==> src/design/sha1_pkg.sv <==
// Shared types, constants and round functions for the SHA-1 digest block.
package sha1_pkg;

    localparam int unsigned WORD_W   = 32;
    localparam int unsigned BLK_WORDS = 16;
    localparam int unsigned HASH_WORDS = 5;

    localparam logic [6:0] ROUND_LAST   = 7'd79;
    localparam logic [3:0] SLOT_LAST    = 4'd15;
    localparam logic [3:0] SLOT_LEN_HI  = 4'd14;
    localparam logic [2:0] WORD_IDX_LAST = 3'd4;
    localparam logic [7:0] PAD_BYTE     = 8'h80;

    localparam logic [31:0] K_R0 = 32'h5A827999;
    localparam logic [31:0] K_R1 = 32'h6ED9EBA1;
    localparam logic [31:0] K_R2 = 32'h8F1BBCDC;
    localparam logic [31:0] K_R3 = 32'hCA62C1D6;

    localparam logic [31:0] H_INIT [HASH_WORDS] = '{
        32'h67452301, 32'hEFCDAB89, 32'h98BADCFE, 32'h10325476, 32'hC3D2E1F0
    };

    // Commands from the controller to the datapath.
    typedef struct packed {
        logic absorb;       // take message_byte into the current word
        logic push_mark;    // push the partial word closed with the pad byte
        logic push_zero;    // push an all-zero word
        logic push_len_hi;  // push the upper half of the bit length
        logic push_len_lo;  // push the lower half of the bit length
        logic start_comp;   // load working words and clear the round counter
        logic round;        // run one compression round
        logic fold;         // add working words into the chaining words
        logic out_next;     // current digest word was taken
    } sha1_cmd_t;

    // Status from the datapath to the controller.
    typedef struct packed {
        logic [3:0] slot;          // words already in the block buffer
        logic       byte_pos_last; // next byte completes the block
        logic       round_last;    // round counter sits at the final round
        logic       out_last;      // digest word on the output is the last one
    } sha1_sts_t;

    function automatic logic [31:0] sha1_f(input logic [6:0] rnd, input logic [31:0] b,
                                           input logic [31:0] c, input logic [31:0] d);
        logic [31:0] res;
        if (rnd inside {[7'd0:7'd19]})
        begin
            res = (b & c) | (~b & d);
        end
        else if (rnd inside {[7'd40:7'd59]})
        begin
            res = (b & c) | (b & d) | (c & d);
        end
        else
        begin
            res = b ^ c ^ d;
        end
        return res;
    endfunction

    function automatic logic [31:0] sha1_k(input logic [6:0] rnd);
        logic [31:0] res;
        if (rnd inside {[7'd0:7'd19]})
        begin
            res = K_R0;
        end
        else if (rnd inside {[7'd20:7'd39]})
        begin
            res = K_R1;
        end
        else if (rnd inside {[7'd40:7'd59]})
        begin
            res = K_R2;
        end
        else
        begin
            res = K_R3;
        end
        return res;
    endfunction

    // Place a byte into a big-endian word at byte position pos; earlier bytes are kept.
    function automatic logic [31:0] sha1_place(input logic [31:0] acc, input logic [1:0] pos,
                                               input logic [7:0] value);
        logic [31:0] res;
        case (pos)
            2'd0:    res = {value, 24'h000000};
            2'd1:    res = {acc[31:24], value, 16'h0000};
            2'd2:    res = {acc[31:16], value, 8'h00};
            2'd3:    res = {acc[31:8], value};
            default: res = {value, 24'h000000};
        endcase
        return res;
    endfunction

endpackage

==> src/design/sha1_in_if.sv <==
// Message byte channel: valid/ready handshake with byte and end-mark payload.
interface sha1_in_if;
    logic       valid;
    logic       ready;
    logic [7:0] message_byte;
    logic       byte_present;
    logic       end_of_message;

    modport source (output valid, output message_byte, output byte_present,
                    output end_of_message, input ready);
    modport sink (input valid, input message_byte, input byte_present,
                  input end_of_message, output ready);
endinterface

==> src/design/sha1_out_if.sv <==
// Digest word channel: valid/ready handshake with word, index and last flag.
interface sha1_out_if;
    logic        valid;
    logic        ready;
    logic [31:0] digest_word;
    logic [2:0]  word_index;
    logic        last_word;

    modport source (output valid, output digest_word, output word_index,
                    output last_word, input ready);
    modport sink (input valid, input digest_word, input word_index,
                  input last_word, output ready);
endinterface

==> src/design/sha1_datapath.sv <==
// SHA-1 datapath: byte packing, block window, round unit, chaining words and output.
module sha1_datapath
    import sha1_pkg::*;
(
    input  logic        clk,
    input  logic        rst_n,
    input  sha1_cmd_t   cmd,
    input  logic [7:0]  message_byte,
    output sha1_sts_t   sts,
    output logic [31:0] digest_word,
    output logic [2:0]  word_index,
    output logic        last_word
);

    logic [31:0] h_reg [HASH_WORDS];
    logic [31:0] win_reg [BLK_WORDS];
    logic [31:0] a_reg, b_reg, c_reg, d_reg, e_reg;
    logic [31:0] acc_reg;
    logic [63:0] count_reg;
    logic [3:0]  slot_reg;
    logic [6:0]  round_reg;
    logic [2:0]  idx_reg;

    logic [1:0]  byte_pos;
    logic [31:0] acc_next;
    logic [31:0] mark_word;
    logic [63:0] bit_len;
    logic        push;
    logic [31:0] push_word;
    logic [31:0] sched_x;
    logic [31:0] sched_next;
    logic [31:0] t_next;

    assign byte_pos  = count_reg[1:0];
    assign acc_next  = sha1_place(acc_reg, byte_pos, message_byte);
    assign mark_word = sha1_place(acc_reg, byte_pos, PAD_BYTE);
    assign bit_len   = {count_reg[60:0], 3'b000};

    // A word enters the window when its fourth byte arrives or during padding.
    assign push = (cmd.absorb && (byte_pos == 2'd3)) || cmd.push_mark || cmd.push_zero
                  || cmd.push_len_hi || cmd.push_len_lo;

    always_comb
    begin
        if (cmd.push_mark)
        begin
            push_word = mark_word;
        end
        else if (cmd.push_zero)
        begin
            push_word = '0;
        end
        else if (cmd.push_len_hi)
        begin
            push_word = bit_len[63:32];
        end
        else if (cmd.push_len_lo)
        begin
            push_word = bit_len[31:0];
        end
        else
        begin
            push_word = acc_next;
        end
    end

    // The window always holds the next sixteen schedule words, oldest at entry zero.
    assign sched_x    = win_reg[13] ^ win_reg[8] ^ win_reg[2] ^ win_reg[0];
    assign sched_next = {sched_x[30:0], sched_x[31]};
    assign t_next     = {a_reg[26:0], a_reg[31:27]} + sha1_f(round_reg, b_reg, c_reg, d_reg)
                        + e_reg + sha1_k(round_reg) + win_reg[0];

    always_ff @(posedge clk)
    begin
        if (cmd.absorb)
        begin
            acc_reg <= acc_next;
        end
        if (push || cmd.round)
        begin
            for (int i = 0; i < BLK_WORDS - 1; i++)
            begin
                win_reg[i] <= win_reg[i + 1];
            end
            win_reg[BLK_WORDS - 1] <= push ? push_word : sched_next;
        end
        if (cmd.start_comp)
        begin
            a_reg <= h_reg[0];
            b_reg <= h_reg[1];
            c_reg <= h_reg[2];
            d_reg <= h_reg[3];
            e_reg <= h_reg[4];
        end
        else if (cmd.round)
        begin
            a_reg <= t_next;
            b_reg <= a_reg;
            c_reg <= {b_reg[1:0], b_reg[31:2]};
            d_reg <= c_reg;
            e_reg <= d_reg;
        end
    end

    always_ff @(posedge clk or negedge rst_n)
    begin
        if (!rst_n)
        begin
            for (int i = 0; i < HASH_WORDS; i++)
            begin
                h_reg[i] <= H_INIT[i];
            end
            count_reg <= '0;
            slot_reg  <= '0;
            round_reg <= '0;
            idx_reg   <= '0;
        end
        else
        begin
            if (cmd.absorb)
            begin
                count_reg <= count_reg + 64'd1;
            end
            if (push)
            begin
                slot_reg <= slot_reg + 4'd1;
            end
            if (cmd.start_comp)
            begin
                round_reg <= '0;
            end
            else if (cmd.round)
            begin
                round_reg <= round_reg + 7'd1;
            end
            if (cmd.fold)
            begin
                h_reg[0] <= h_reg[0] + a_reg;
                h_reg[1] <= h_reg[1] + b_reg;
                h_reg[2] <= h_reg[2] + c_reg;
                h_reg[3] <= h_reg[3] + d_reg;
                h_reg[4] <= h_reg[4] + e_reg;
            end
            if (cmd.out_next)
            begin
                if (idx_reg == WORD_IDX_LAST)
                begin
                    // Digest delivered: start over for the next message.
                    idx_reg   <= '0;
                    count_reg <= '0;
                    slot_reg  <= '0;
                    for (int i = 0; i < HASH_WORDS; i++)
                    begin
                        h_reg[i] <= H_INIT[i];
                    end
                end
                else
                begin
                    idx_reg <= idx_reg + 3'd1;
                end
            end
        end
    end

    assign sts.slot          = slot_reg;
    assign sts.byte_pos_last = (count_reg[5:0] == 6'h3F);
    assign sts.round_last    = (round_reg == ROUND_LAST);
    assign sts.out_last      = (idx_reg == WORD_IDX_LAST);

    assign digest_word = h_reg[idx_reg];
    assign word_index  = idx_reg;
    assign last_word   = sts.out_last;

endmodule

==> src/design/sha1_ctrl.sv <==
// SHA-1 controller: sequences byte intake, padding, compression and digest output.
module sha1_ctrl
    import sha1_pkg::*;
(
    input  logic      clk,
    input  logic      rst_n,
    input  logic      msg_valid,
    input  logic      byte_present,
    input  logic      end_of_message,
    output logic      msg_ready,
    output logic      digest_valid,
    input  logic      digest_ready,
    input  sha1_sts_t sts,
    output sha1_cmd_t cmd
);

    typedef enum logic [2:0] {
        S_IDLE,
        S_ROUND,
        S_FOLD,
        S_MARK,
        S_ZERO,
        S_LEN_HI,
        S_LEN_LO,
        S_OUT
    } state_t;

    state_t state_reg, state_next;
    state_t resume_reg, resume_next;
    logic   extra_reg, extra_next;
    logic   accept;

    assign msg_ready    = (state_reg == S_IDLE);
    assign digest_valid = (state_reg == S_OUT);
    assign accept       = msg_valid && msg_ready;

    always_comb
    begin
        cmd         = '0;
        state_next  = state_reg;
        resume_next = resume_reg;
        extra_next  = extra_reg;
        case (state_reg)
            S_IDLE:
            begin
                if (accept)
                begin
                    cmd.absorb = byte_present;
                    if (byte_present && sts.byte_pos_last)
                    begin
                        cmd.start_comp = 1'b1;
                        state_next     = S_ROUND;
                        resume_next    = end_of_message ? S_MARK : S_IDLE;
                    end
                    else if (end_of_message)
                    begin
                        state_next = S_MARK;
                    end
                end
            end
            S_ROUND:
            begin
                cmd.round = 1'b1;
                if (sts.round_last)
                begin
                    state_next = S_FOLD;
                end
            end
            S_FOLD:
            begin
                cmd.fold   = 1'b1;
                state_next = resume_reg;
            end
            S_MARK:
            begin
                cmd.push_mark = 1'b1;
                // No room for the length after the marker: a second block follows.
                extra_next = (sts.slot == SLOT_LEN_HI);
                if (sts.slot == SLOT_LAST)
                begin
                    cmd.start_comp = 1'b1;
                    resume_next    = S_ZERO;
                    state_next     = S_ROUND;
                end
                else
                begin
                    state_next = S_ZERO;
                end
            end
            S_ZERO:
            begin
                if (sts.slot == SLOT_LEN_HI && !extra_reg)
                begin
                    state_next = S_LEN_HI;
                end
                else
                begin
                    cmd.push_zero = 1'b1;
                    if (sts.slot == SLOT_LAST)
                    begin
                        cmd.start_comp = 1'b1;
                        extra_next     = 1'b0;
                        resume_next    = S_ZERO;
                        state_next     = S_ROUND;
                    end
                end
            end
            S_LEN_HI:
            begin
                cmd.push_len_hi = 1'b1;
                state_next      = S_LEN_LO;
            end
            S_LEN_LO:
            begin
                cmd.push_len_lo = 1'b1;
                cmd.start_comp  = 1'b1;
                resume_next     = S_OUT;
                state_next      = S_ROUND;
            end
            S_OUT:
            begin
                if (digest_ready)
                begin
                    cmd.out_next = 1'b1;
                    if (sts.out_last)
                    begin
                        state_next = S_IDLE;
                    end
                end
            end
            default:
            begin
                state_next = S_IDLE;
            end
        endcase
    end

    always_ff @(posedge clk or negedge rst_n)
    begin
        if (!rst_n)
        begin
            state_reg  <= S_IDLE;
            resume_reg <= S_IDLE;
            extra_reg  <= 1'b0;
        end
        else
        begin
            state_reg  <= state_next;
            resume_reg <= resume_next;
            extra_reg  <= extra_next;
        end
    end

`ifndef SYNTH
    a_comp_full: assert property (@(posedge clk) disable iff (!rst_n)
        cmd.start_comp |-> (sts.slot == SLOT_LAST))
        else $error("compression started on a partly filled block");

    a_out_empty: assert property (@(posedge clk) disable iff (!rst_n)
        (state_reg == S_OUT) |-> (sts.slot == 4'd0))
        else $error("digest offered while block buffer holds words");

    a_len_slot: assert property (@(posedge clk) disable iff (!rst_n)
        (state_reg == S_LEN_HI) |-> (sts.slot == SLOT_LEN_HI))
        else $error("length words misplaced in the final block");

    a_extra_blk: assert property (@(posedge clk) disable iff (!rst_n)
        extra_reg |-> (state_reg == S_ZERO && sts.slot == SLOT_LAST))
        else $error("second padding block flag out of step");
`endif

endmodule

==> src/design/sha1_message_digest_top.sv <==
// Top level of the byte-serial SHA-1 message digest block.
//
// The block hashes a message that arrives one byte per item on the msg channel
// and returns the 160-bit digest as five 32-bit items on the digest channel,
// word 0 first, with last_word set on word 4. An item with byte_present low
// carries no byte; if it also has end_of_message set it ends the message, which
// allows an empty message. Every 64th byte completes a block, and no item is
// accepted while that block is compressed: 80 rounds on the single round unit,
// then the addition of the result into the chaining words. The end-of-message
// item starts padding: the marker word, zero words and the two length words
// (between 3 and 18 padding words in all), with one or two further compressions,
// and then the five digest words, one per cycle while the sink is ready. The
// block then holds its initial chaining values again and takes the next message.
// Work on one message ends before the next item is accepted; the controller
// state machine in sha1_ctrl sequences these steps and sha1_datapath holds the
// block window, round logic and chaining words.
module sha1_message_digest_top
    import sha1_pkg::*;
(
    input  logic         clk,
    input  logic         rst_n,
    sha1_in_if.sink      msg,
    sha1_out_if.source   digest
);

    sha1_cmd_t cmd;
    sha1_sts_t sts;

    sha1_ctrl u_ctrl (
        .clk            (clk),
        .rst_n          (rst_n),
        .msg_valid      (msg.valid),
        .byte_present   (msg.byte_present),
        .end_of_message (msg.end_of_message),
        .msg_ready      (msg.ready),
        .digest_valid   (digest.valid),
        .digest_ready   (digest.ready),
        .sts            (sts),
        .cmd            (cmd)
    );

    sha1_datapath u_datapath (
        .clk          (clk),
        .rst_n        (rst_n),
        .cmd          (cmd),
        .message_byte (msg.message_byte),
        .sts          (sts),
        .digest_word  (digest.digest_word),
        .word_index   (digest.word_index),
        .last_word    (digest.last_word)
    );

endmodule

==> src/flat_wrapper.sv <==
// flat-port wrapper written by rule: the top's interface ports become plain ports
module sha1_message_digest_top_flat import sha1_pkg::*;
  (clk, rst_n, msg_valid, msg_message_byte, msg_byte_present, msg_end_of_message, msg_ready, digest_valid, digest_digest_word, digest_word_index, digest_last_word, digest_ready);
  sha1_in_if msg_i ();
  sha1_out_if digest_i ();
  input  logic clk;
  input  logic rst_n;
  input wire logic [$bits(msg_i.valid)-1:0] msg_valid;
  input wire logic [$bits(msg_i.message_byte)-1:0] msg_message_byte;
  input wire logic [$bits(msg_i.byte_present)-1:0] msg_byte_present;
  input wire logic [$bits(msg_i.end_of_message)-1:0] msg_end_of_message;
  output wire logic [$bits(msg_i.ready)-1:0] msg_ready;
  output wire logic [$bits(digest_i.valid)-1:0] digest_valid;
  output wire logic [$bits(digest_i.digest_word)-1:0] digest_digest_word;
  output wire logic [$bits(digest_i.word_index)-1:0] digest_word_index;
  output wire logic [$bits(digest_i.last_word)-1:0] digest_last_word;
  input wire logic [$bits(digest_i.ready)-1:0] digest_ready;
  assign msg_i.valid = msg_valid;
  assign msg_i.message_byte = msg_message_byte;
  assign msg_i.byte_present = msg_byte_present;
  assign msg_i.end_of_message = msg_end_of_message;
  assign msg_ready = msg_i.ready;
  assign digest_valid = digest_i.valid;
  assign digest_digest_word = digest_i.digest_word;
  assign digest_word_index = digest_i.word_index;
  assign digest_last_word = digest_i.last_word;
  assign digest_i.ready = digest_ready;
  sha1_message_digest_top u_core (.clk(clk), .rst_n(rst_n), .msg(msg_i), .digest(digest_i));
endmodule
==> config.mk <==
export PLATFORM = sky130hd
export DESIGN_NAME = sha1_message_digest_top_flat
export DESIGN_NICKNAME = d
export VERILOG_FILES = /design/src/design/sha1_pkg.sv /design/src/design/sha1_in_if.sv /design/src/design/sha1_out_if.sv /design/src/design/sha1_datapath.sv /design/src/design/sha1_ctrl.sv /design/src/design/sha1_message_digest_top.sv /design/src/flat_wrapper.sv
export SDC_FILE = /design/constraint.sdc
export NUM_CORES = 2
export LEC_CHECK = 0
export ABC_AREA = 1
export ABC_CLOCK_PERIOD_IN_PS = 32900
export BUFFER_PORTS_ARGS = -buffer_cell sky130_fd_sc_hd__buf_2
export CORE_MARGIN = 10
export CORE_UTILIZATION = 50
export DETAILED_ROUTE_END_ITERATION = 7
export PLACE_DENSITY = 0.65
export SLEW_MARGIN = 20
export SYNTH_ARGS = -nofsm -noshare
export SYNTH_HDL_FRONTEND = slang
export SYNTH_SLANG_ARGS = --single-unit
==> constraint.sdc <==
create_clock -name clk -period 32.9 [get_ports clk]
set_input_delay 8.225 -clock clk [delete_from_list [all_inputs] [get_ports clk]]
set_output_delay 8.225 -clock clk [all_outputs]
set_load 0.02 [all_outputs]
==> out/metrics.cfg <==
[cts]
cts-htree-levels = 3
library_cell_used_as_clock_root_buffer = sky130_fd_sc_hd__clkbuf_16
cts_buffer_depth = 3
insertion_delay_ns = 0.72
postCtsSetupRepairBufs = 0
clkSinkCount = 937
cts_hold_repair.buffers = 0
cts_inserted_buffers = 100
tritoncts = done
ctsResizeCount = 0
clock_input_transition_at_the_sequential_cells_of_the_worst_setup_and_hold_paths_ns = 0.06

[yosys]
netlist_area_sq_um = 54050
syn-num-nets = 6310
combinational_family_with_the_most_area_after_synthesis = simple AND/OR/NAND/NOR gates
postSynthAreaPerCell_sq_um = 9.057
synth-compound-area-share = 0.1321
synth.area.mux_share = 0.001111
postSynth.topFlopCell = sky130_fd_sc_hd__edfxtp_1
synthXorXnorAreaFrac = 0.02706
synth-edff-count = 696
post-synth-top-area-fraction = 0.3867
synthTopCellsByArea = sky130_fd_sc_hd__edfxtp_1 39%, sky130_fd_sc_hd__nand2_1 7.6%, sky130_fd_sc_hd__dfrtp_1 7.5%
yosys.area_share.simple = 0.1691
leading_area_contributor_after_synthesis = sky130_fd_sc_hd__edfxtp_1
async_flop_share = 0.2572
post_synth_fa_ha_maj_area_fraction = 0.09353
post-synth-top-count-cell = sky130_fd_sc_hd__nand2_1
synthTopCellsByCount = 1098 x sky130_fd_sc_hd__nand2_1, 904 x sky130_fd_sc_hd__inv_1, 696 x sky130_fd_sc_hd__edfxtp_1
postSynthRegisterBits = 937
distinct_cells_synth = 57
syn_inst = 5967
ys_warn_count = 0
synth_seq_area_share = 0.5002

[timing]
report.final.setup_viol = 0
rsz0062_at_grt = false
maxSlewHeadroom = 0.1854
finClkSkew_ns = 0.06215
hold_viol = 0
fin_setup_tns_ns = 0
worst_pin_slew_ns = 1.209
report.final.slew_viol_count = 0
layout_worst_path_cycle_share = 0.3854
max_freq_mhz = 78.86
fin_crit_ns = 12.68

[global_routing]
globalRouteOverflowTotal = 0
grtUsageTotal = 0.2918
grt_pass1_vias = 41281
antenna_violations_before_repair = 2
grt_first_pass_wirelength_mm = 266.0
largest_net_degree_at_the_start_of_global_routing = 245

[die]
placement_rows = 120
die-area_sq_um = 121600
initial_utilization = 0.5041
die_width_microns = 348.8
die_height_microns = 348.8
io_pins = 52
core_region_area_sq_um = 107200

[worst_setup_path]
crit_type = in2reg
cpPeakStageDelay_ns = 0.90
start_kind = input pin
critical_path.n_buffers_inverters = 6
critical_path.max_fanout = 91
critPathArrivalTime_ns = 13.01
worst_setup_path_end_kind = register
path_common_cell = sky130_fd_sc_hd__buf_4
worst_path_dominant_cell_family = buffers and inverters
worstPathRequired_ns = 33.22
crit_chain = buf_2 > nand2_1 > nor2_8 > buf_4 > nand2_4 > nand3_1 > nor2_2 > buf_4 > nand2_4 > buf_4 > buf_6 > buf_4
crit_path_top_delay_cell = sky130_fd_sc_hd__buf_4

[detailed_routing]
vias_per_cell = 5.742
ant_nets = 0
initialDrtViolationCount = 4214
routed_wire_length_per_instance_microns = 24.06
drt_drc_violations_left = 0
route.final.wire_length_mm = 180.1
vias = 42981
detail_route.first_pass.iterations = 8

[placed_design]
dp_hpwl_mm = 137.0
place.port_buffers = 51
finalWeightedCongestion = 1.009

[layout]
syn_to_final_growth_pct = 9.337
final_net_count = 6337
filler_cell_count = 9725
largest_reg_flops = 512
drive_gt1_frac = 0.06693

[min_path]
hold_class = reg2reg

[run_status]
run_status = completed

[run]
max_cap_violations = 0

-- cells in the final DEF, fill, tap and decap left out, drive strengths merged, types with 122 or more instances in the layout --
master  instances
dfrtp         161
fa            125
a21oi         404
nand3         330
ha            204
inv           921
clkbuf        122
edfxtp        696
o21ai         562
nor2          551
nand2        1103
-- per-stage QoR --
step | util | area, sq um | instances | worst slack (ns) | hold WS, ns
global placement | 0.5194 | 55680 | 7295 | 19.25 | 0.4003
floorplan | - | 54050 | 5967 | 11.84 | 0.4003
global route | 0.5512 | 59090 | 7484 | 19.89 | 0.4169
finish | 0.5512 | 59090 | 7485 | 20.22 | 0.3886
detailed placement | 0.5194 | 55680 | 7295 | 19.18 | 0.4045
CTS | 0.5512 | 59090 | 7484 | 19.97 | 0.4085
-- cell type report --
cell class	instances	area, sq um	share of cell area
clock buffer	122	2665	0.04510
timing repair buffer	83	534.3	0.009041
antenna	1	2.502	0.00004235
multi-input combinational	3953	22910	0.3877
clock inverter	67	738.2	0.01249
tap	1403	1755	0.02971
inverter	919	3455	0.05846
sequential	937	27030	0.4575
-- metal layers --
layer	up-vias	part of all wire	GRT usage
met5	-	0.00012	0
met4	4	0.067	0.1676
met2	1748	0.46	0.4662
met3	442	0.068	0.04035
li1	20123	-	-
met1	20664	0.41	0.3798
-- kinds of logic (layout without fill, tap and decap cells) --
group	count (synthesis)	count (layout)
xor+xnor	167	167
mux	6	6
fa+ha+maj	329	329
other cells	0	1
compound gates	1268	1268
buf+inv	1077	1191
simple gates	2183	2183
flops	937	937
-- final timing paths --
| path | start | to | slack (ns) | depth (start not counted) |
|---|---|---|---|---|
| hold / removal | u_core.u_datapath.win_reg[1][53]$_DFFE_PP_ | u_core.u_datapath.win_reg[1][21]$_DFFE_PP_ | 0.39 | 0 |
| max in group asynchronous | rst_n | u_core.u_datapath.h_reg[2]$_DFF_PN0_ | 23.95 | 2 |
| setup reg to reg | u_core.u_datapath.round_reg[4]$_DFFE_PN0P_ | u_core.u_datapath.a_reg[29]$_DFFE_PP_ | 25.47 | 25 |
| min in group asynchronous | rst_n | u_core.u_datapath.count_reg[24]$_DFF_PN0_ | 7.50 | 1 |
| hold reg to reg | u_core.u_datapath.win_reg[1][53]$_DFFE_PP_ | u_core.u_datapath.win_reg[1][21]$_DFFE_PP_ | 0.39 | 0 |
| setup / recovery | msg_valid | u_core.u_datapath.win_reg[0][42]$_DFFE_PP_ | 20.22 | 12 |
Power is left out: the tool's default activity adds up to more than one toggle a clock period on the data nets, which glitch-free logic cannot reach.
